### config.mk
export PLATFORM = sky130hd
export DESIGN_NAME = bba_ctrl
export DESIGN_NICKNAME = d
export VERILOG_FILES = /design/src/design/bba_pkg.sv /design/src/design/bba_ctrl.sv
export VERILOG_INCLUDE_DIRS = /design/src /design/src/design
export SDC_FILE = /design/constraint.sdc
export NUM_CORES = 1
export LEC_CHECK = 0
export BUFFER_PORTS_ARGS = -buffer_cell sky130_fd_sc_hd__clkbuf_2
export CAP_MARGIN = 40
export CORE_AREA = 2 2 39 41
export CTS_CLUSTER_DIAMETER = 40
export DETAILED_ROUTE_END_ITERATION = 10
export DIE_AREA = 0 0 41 43
export GPL_ROUTABILITY_DRIVEN = 0
export PLACE_DENSITY = 0.89
export SYNTH_ARGS = -nofsm -noshare
export SYNTH_HDL_FRONTEND = slang
export SYNTH_SLANG_ARGS = --single-unit
### constraint.sdc
create_clock -name clk_i -period 2.6 [get_ports clk_i]
set_input_delay 0.26 -clock clk_i [delete_from_list [all_inputs] [get_ports clk_i]]
set_output_delay 0.26 -clock clk_i [all_outputs]
set_load 0.02 [all_outputs]
### src/design/block_bitmap_allocator_assert.svh
// Assertion macros for the block bitmap allocator.
`ifndef BLOCK_BITMAP_ALLOCATOR_ASSERT_SVH
`define BLOCK_BITMAP_ALLOCATOR_ASSERT_SVH
`ifndef SYNTHESIS
// Checked at every clock edge outside reset.
`define BBA_ASSERT(name, prop, msg) \
  name: assert property (@(posedge clk_i) disable iff (!rst_ni) (prop)) else $error(msg);
// Checked at every clock edge, reset included.
`define BBA_ASSERT_RST(name, prop, msg) \
  name: assert property (@(posedge clk_i) (prop)) else $error(msg);
`else
`define BBA_ASSERT(name, prop, msg)
`define BBA_ASSERT_RST(name, prop, msg)
`endif
`endif

### src/design/bba_pkg.sv
// Shared types and constants of the block bitmap allocator.
package bba_pkg;

  localparam int BLK_W      = 16;  // block numbers and the reserved and root registers
  localparam int TOT_W      = 17;  // block counts, up to and including 65536
  localparam int PW         = TOT_W + 1;  // scan position, room for one word past the end
  localparam int ACT_W      = 2;
  localparam int STATUS_W   = 2;
  localparam int CFG_IDX_W  = 2;
  localparam int CFG_DATA_W = 17;
  localparam int IN_DATA_W  = 24;
  localparam int OUT_DATA_W = 24;
  localparam int OUT_PAD_W  = OUT_DATA_W - STATUS_W - BLK_W;

  localparam logic [BLK_W-1:0] RESERVED_RST = 16'd2;
  localparam logic [TOT_W-1:0] TOTAL_RST    = 17'd1760;
  localparam logic [BLK_W-1:0] ROOT_RST     = 16'd880;

  typedef enum logic [ACT_W-1:0] {
    ACT_INIT  = 2'd0,
    ACT_ALLOC = 2'd1,
    ACT_NEXT  = 2'd2,
    ACT_TEST  = 2'd3
  } action_e;

  typedef enum logic [STATUS_W-1:0] {
    ST_OK    = 2'd0,
    ST_RANGE = 2'd1,
    ST_USED  = 2'd2,
    ST_NONE  = 2'd3
  } status_e;

  typedef enum logic [CFG_IDX_W-1:0] {
    CFG_RESERVED = 2'd0,
    CFG_TOTAL    = 2'd1,
    CFG_ROOT     = 2'd2
  } cfg_reg_e;

  typedef enum logic [3:0] {
    S_FILL,
    S_IDLE,
    S_SETUP,
    S_READ,
    S_CHECK,
    S_SCAN_RD,
    S_SCAN_CK,
    S_PICK,
    S_RESP
  } state_e;

  // Controller to datapath.
  typedef struct packed {
    logic    fill_clr;     // restart the fill sweep
    logic    fill_wr;      // write one all-ones word
    logic    latch;        // capture the incoming request
    logic    setup;        // range checks and scan bounds
    logic    rd_item;      // read the word of the addressed block
    logic    claim;        // clear the addressed bit
    logic    scan_start2;  // begin the wrap pass
    logic    scan_rd;      // read the word at the scan position
    logic    scan_next;    // advance to the next word
    logic    scan_hit;     // keep the word that holds a free bit
    logic    pick;         // claim the first free bit of the kept word
    logic    set_status;
    status_e status;
    logic    out_load;     // move the result into the output register
  } cmd_t;

  // Datapath to controller.
  typedef struct packed {
    action_e in_act;     // action of the request on the input bus
    action_e act;        // action of the request in progress
    logic    fill_last;
    logic    in_range;
    logic    bit_free;
    logic    scan_end;
    logic    pass2;
    logic    word_hit;
  } sts_t;

endpackage

### src/design/bba_ctrl.sv
// Controller state machine of the block bitmap allocator.
`include "block_bitmap_allocator_assert.svh"

module bba_ctrl
  import bba_pkg::*;
(
  input  logic clk_i,
  input  logic rst_ni,
  input  logic s_valid_i,
  output logic s_ready_o,
  output logic m_valid_o,
  input  logic m_ready_i,
  input  sts_t sts_i,
  output cmd_t cmd_o
);

  state_e state_q, state_d;
  logic   init_pend_q, init_pend_d;
  logic   out_valid_q, out_valid_d;
  logic   out_free;

  assign out_free = !out_valid_q || m_ready_i;

  always_comb begin
    state_d     = state_q;
    init_pend_d = init_pend_q;
    unique case (state_q)
      S_FILL: begin
        if (sts_i.fill_last) begin
          state_d     = init_pend_q ? S_SETUP : S_IDLE;
          init_pend_d = 1'b0;
        end
      end
      S_IDLE: begin
        if (s_valid_i) begin
          if (sts_i.in_act == ACT_INIT) begin
            state_d     = S_FILL;
            init_pend_d = 1'b1;
          end else begin
            state_d = S_SETUP;
          end
        end
      end
      S_SETUP:   state_d = (sts_i.act == ACT_NEXT) ? S_SCAN_RD : S_READ;
      S_READ:    state_d = sts_i.in_range ? S_CHECK : S_RESP;
      S_CHECK:   state_d = S_RESP;
      S_SCAN_RD: begin
        if (!sts_i.scan_end) begin
          state_d = S_SCAN_CK;
        end else if (sts_i.pass2) begin
          state_d = S_RESP;
        end
      end
      S_SCAN_CK: state_d = sts_i.word_hit ? S_PICK : S_SCAN_RD;
      S_PICK:    state_d = S_RESP;
      S_RESP:    state_d = out_free ? S_IDLE : S_RESP;
      default:   state_d = S_IDLE;
    endcase
  end

  always_comb begin
    cmd_o        = '0;
    cmd_o.status = ST_OK;
    s_ready_o    = 1'b0;
    unique case (state_q)
      S_FILL:  cmd_o.fill_wr = 1'b1;
      S_IDLE: begin
        s_ready_o      = 1'b1;
        cmd_o.latch    = s_valid_i;
        cmd_o.fill_clr = s_valid_i && (sts_i.in_act == ACT_INIT);
      end
      S_SETUP: cmd_o.setup = 1'b1;
      S_READ: begin
        if (sts_i.in_range) begin
          cmd_o.rd_item = 1'b1;
        end else begin
          cmd_o.set_status = 1'b1;
          cmd_o.status     = ST_RANGE;
        end
      end
      S_CHECK: begin
        cmd_o.set_status = 1'b1;
        if (sts_i.bit_free) begin
          cmd_o.status = ST_OK;
          cmd_o.claim  = (sts_i.act != ACT_TEST);
        end else begin
          cmd_o.status = ST_USED;
        end
      end
      S_SCAN_RD: begin
        if (!sts_i.scan_end) begin
          cmd_o.scan_rd = 1'b1;
        end else if (!sts_i.pass2) begin
          cmd_o.scan_start2 = 1'b1;
        end else begin
          cmd_o.set_status = 1'b1;
          cmd_o.status     = ST_NONE;
        end
      end
      S_SCAN_CK: begin
        cmd_o.scan_hit  = sts_i.word_hit;
        cmd_o.scan_next = !sts_i.word_hit;
      end
      S_PICK: begin
        cmd_o.pick       = 1'b1;
        cmd_o.set_status = 1'b1;
        cmd_o.status     = ST_OK;
      end
      S_RESP:  cmd_o.out_load = out_free;
      default: ;
    endcase
  end

  always_comb begin
    if (cmd_o.out_load) begin
      out_valid_d = 1'b1;
    end else if (m_ready_i) begin
      out_valid_d = 1'b0;
    end else begin
      out_valid_d = out_valid_q;
    end
  end

  always_ff @(posedge clk_i or negedge rst_ni) begin
    if (!rst_ni) begin
      state_q     <= S_FILL;
      init_pend_q <= 1'b0;
      out_valid_q <= 1'b0;
    end else begin
      state_q     <= state_d;
      init_pend_q <= init_pend_d;
      out_valid_q <= out_valid_d;
    end
  end

  assign m_valid_o = out_valid_q;

  `BBA_ASSERT_RST(a_reset_fill, !rst_ni |-> (state_q == S_FILL && !out_valid_q), "reset state wrong")
  `BBA_ASSERT(a_no_overwrite, (out_valid_q && !m_ready_i) |-> !cmd_o.out_load, "result overwritten")
  `BBA_ASSERT(a_accept_path, (state_q == S_IDLE && s_valid_i) |=> (state_q == S_FILL || state_q == S_SETUP), "request lost after acceptance")
  `BBA_ASSERT(a_one_wrap, (state_q == S_SCAN_RD && sts_i.scan_end && sts_i.pass2) |=> (state_q == S_RESP), "search did not end after the wrap pass")

endmodule

# Word-level counts from Yosys, hierarchy flattened
# Cells that the tools add are included.
# op_classes
n_eq_ne	14
muxes	38
reduce_logical	11
# op_table
operator	count
4-bit case mux with 8 select lines	1
4-bit 2-to-1 mux	6
1-bit 2-to-1 mux	19
4-bit by 3-bit equality test with 1-bit output, second input constant	4
2-bit 2-to-1 mux	6
3-bit 2-to-1 mux	4
3-bit case mux with 4 select lines	1
4-bit by 2-bit equality test with 1-bit output, second input constant	2
2-bit != test, second input constant	4
4-bit by 1-bit equality test with 1-bit output, second input constant	1
4-bit equality test, second input constant	1
4-bit logical NOT	1
4-bit AND reduction	1
2-bit nonzero test	2
3-bit != test, second input constant	1
3-bit AND reduction	1
2-bit equality test, second input constant	1
1-bit logical NOT	2
2-bit logical NOT	1
1-bit case mux with 2 select lines	1
2-bit OR reduction	1
1-bit logical AND	1
1-bit logical OR	1
# totals
regBits	6
out_inout_bits	17
elab_cells	66
in_bits	14

# Logic depth before layout (Yosys ltp)
# logic_depth
depth_word	4
depth_mapped	5
mapped_depth_nobuf	4

# Worst setup path before layout
# OpenSTA, ideal clock, no wires.
# synth_path
path_kind	reg2reg
startpoint	register state_q[0]
endpoint	register state_q[2]
stages_incl_launch_ff	5
synth_period_minus_slack_ps	1720
setup_ps	68
required_time_ps	2532
n_path_buf	1
t_arrival_ps	1652
slack_ps	880
cell_sequence	dfrtp_1 > buf_2 > nand2_1 > nor4b_1 > or4b_1
# synth_via
elab_chain_cells	3
elab_cells_between_ends	15
classes_between	11 x eq/ne; 1 x mux; 3 x reduce/logical
# synth_rtl
element	line_no	source
start, declared	bba_ctrl.sv:17	state_e state_q, state_d;
start signal, assigned	bba_ctrl.sv:130	state_q <= state_d;
4-bit by 3-bit equality test with 1-bit output (tied with other cells)	bba_ctrl.sv:27	unique case (state_q)
2-bit OR reduction (no source line) (tied with other cells)	--	
4-bit case mux with 8 select lines / 3-bit AND reduction (equally long branches)	--	
# Several ways; a longest one is shown, not always the timed one.
# A chain may end at the register's enable or synchronous reset.

==> summary.txt <==
Status
  • Status: finished clean

Worst setup path
  • Setup Crit Path Kind: reg2out
  • Crit. End Element: output pin
  • Arrival @ worst endpoint: approximately 1600 ps
  • Type of origin of the critical path: flip-flop
  • Crit path max fanout: 14
  • Worst EP required: 2340 ps

Global route
  • Antenna violations before repair: 0
  • Largest net degree at the start of global routing: 15
  • Number of global-route vias before repair: around 580
  • Global route total overflow: 0
  • Global-route total usage across every layer: 0.184
  • First-pass GRT wire length: 2240 um

Drt
  • Number of nets with antenna violations after routing: 0
  • Vias per cell: between 5 and 6
  • Wire length per cell: 11.2 um
  • Drt total wl: 1340 um
  • TritonRoute pass-1 iters: 4
  • Detailed-route via count: 629
  • Drt drc: 0
  • DRC marker count from the first detailed-route iteration: 6

Die
  • Core Footprint: 1380 um2
  • Initial Utilization: 0.415
  • Rows: 14
  • Die area: 1760 um2
  • DIE WIDTH: approximately 41 um
  • # IOs: 31
  • Die Y: ~43 um

Pwr
  • Clock share of power: 0.100
  • Combinational power share: 0.602
  • Reg power frac: 0.298
  • PwrDens: 1090 nW/um2
  • Switching share of power: 0.522
  • Maximum vdd ir drop: 0.533 mV
  • Net Switching: 423 uW
  • Pleak: ~0.00037 uW
  • Total power: 810 uW
  • Internal: between 300 and 400 uW

Synth
  • Post-synth top cells: nand2_1 (10), nor2_1 (7), dfrtp_1 (6), nand2b_1 (6)
  • Ys flop type: dfrtp_1
  • Most common cell in the netlist: nand2_1
  • Synth Warn #: 0
  • Yosys top cell by area: dfrtp_1
  • Flop and latch count out of synthesis: 6
  • Ys async rst share: 1.00
  • Post-synth EDFFs: 0
  • Post-Syn Nets: 88
  • Area share of the largest cell type after synthesis: 0.261
  • Yosys cell types: 29
  • Syn Std Cell Area: 574 um2
  • Seq/Total Area, Yosys: 0.261
  • Cells after synthesis: 74
  • Synth top area cells: dfrtp_1 (26%), nand2_1 (6.5%), nand2b_1 (6.5%)
  • Mapped Avg Cell Area: 7.76 um2

Placement
  • Placement Setup Slack: around 940 ps
  • PortBufs: 30
  • Post-DP HPWL: between 1000 and 1500 um
  • Area after DPL: 708 um2
  • Placed insts: roughly 120

Timing
  • TNS Setup: 0 ps
  • Slew @ Worst Pin: ~470 ps
  • Final setup fails: 0
  • Clock skew: 0.818 ps
  • Final setup margin: just over 700 ps
  • Crit path time final: 1880 ps
  • Hold Violations, Final: 0
  • F_max: around 0.53 GHz
  • RSZ-0062 raised after global routing: no
  • Period utilisation layout: 0.723
  • Relative slew slack: 0.685
  • Final Max Tran Viols: 0

Layout
  • Nets@finish: 119
  • Area delta synth->final: 29.0%
  • Finished Layout Cells: 119
  • Fillers: between 100 and 150
  • Layout cell share with drive strength beyond 1: 0.369
  • Post-route cell area: 741 um2
  • Ant diodes: 0

CTS
  • Max Root-Sink Buffers: 2
  • Clock slew at reported path FFs: 40 ps
  • Root Driver: clkbuf_4
  • Clock Latency Late Sink: 230 ps
  • Post-CTS setup buffer count: 0
  • CTS tree: built
  • Clk sink count: 6
  • # H-tree levels: 1
  • CTS Buf Count: 3

Flow run
  • Maxcap violations: 0

Hold path
  • Hold Crit Class: in2reg
==> critical path, cell delays in order, from the launching register on <==
cell      delay [ps]
dfrtp_1          630
and4bb_2         310
nand3_1          130
o41ai_1           90
clkbuf_2         230
==> metrics by stage <==
| step | hold WS, ps | util |
|---|---|---|
| floorplan | -35.6 | - |
| global placement | 89.2 | 0.512 |
| detailed placement | 89.1 | 0.512 |
| CTS | 311 | 0.535 |
| global route | 344 | 0.535 |
| finish | 315 | 0.535 |
==> timing repair <==
action / in CTS / in global routing
hold buffers: 1 / 0
gates resized for setup: 0 / 0
endpoints found under the hold margin: 6 / 0
==> state kept, by name (all words and copies together), names as in the netlist <==
signal,count
state_q,4
init_pend_q,1
m_valid_o,1
==> final timing paths <==
| check | startpoint | cells after the start | slack (ps) | endpoint |
|---|---|---|---|---|
| hold / removal | sts_i[5] | 4 | 310 | init_pend_q$_DFFE_PN0P_ |
| max in group asynchronous | rst_ni | 2 | 2060 | state_q[3]$_DFFE_PN0P_ |
| setup reg to reg | state_q[3]$_DFFE_PN0P_ | 4 | 940 | state_q[2]$_DFFE_PN0P_ |
| setup / recovery | state_q[2]$_DFFE_PN0P_ | 4 | 720 | cmd_o[1] |
| min in group asynchronous | rst_ni | 2 | 390 | init_pend_q$_DFFE_PN0P_ |
| hold reg to reg | m_valid_o$_DFFE_PN0P_ | 2 | 510 | m_valid_o$_DFFE_PN0P_ |
==> per-layer routing <==
layer / routed length, um / vias up / GRT usage
met3: 71 / 2 / 0.0628
met1: 593 / 286 / 0.243
met2: 655 / 18 / 0.272
met5: 0 / - / 0
met4: 14 / 0 / 0.0600
li1: - / 323 / -
==> area by class of cell <==
cell class,count,area (um2),area share
multi-input combinational,59,373,0.503
timing repair buffer,31,160,0.216
sequential,6,150,0.203
clock buffer,3,22.5,0.0304
tap,16,20.0,0.0270
inverter,4,15.0,0.0203
==> cell usage in the layout, fill, tap and decap left out, types with 2 or more instances in the layout <==
cell type / count
o21ai_0: 3
a211oi_1: 2
or4b_1: 2
clkbuf_2: 30
nand2b_1: 6
inv_1: 4
nand3_1: 3
nor3_1: 4
a31oi_1: 2
nor2_1: 7
dfrtp_1: 6
clkbuf_4: 3
nor2b_1: 4
nand2_1: 10
a21o_1: 3
==> power groups by stage <==
stage | Combinational, uW | Sequential [uW] | Clock, uW
global placement | 477 | 238 | 0
floorplan | 451 | 173 | 0
CTS | 492 | 241 | 83.8
global route | 536 | 257 | 91.2
finish | 487 | 242 | 81.1
detailed placement | 489 | 243 | 0
==> logic make-up (layout without fill, tap and decap cells) <==
logic type,Yosys count,after routing,share of synthesized area
AO/OA/AOI/OAI,15,15,0.183
buffers and inverters,9,38,0.0893
flip-flops,6,6,0.261
AND/OR/NAND/NOR,44,44,0.466
Power figures use the tool's default switching activity.
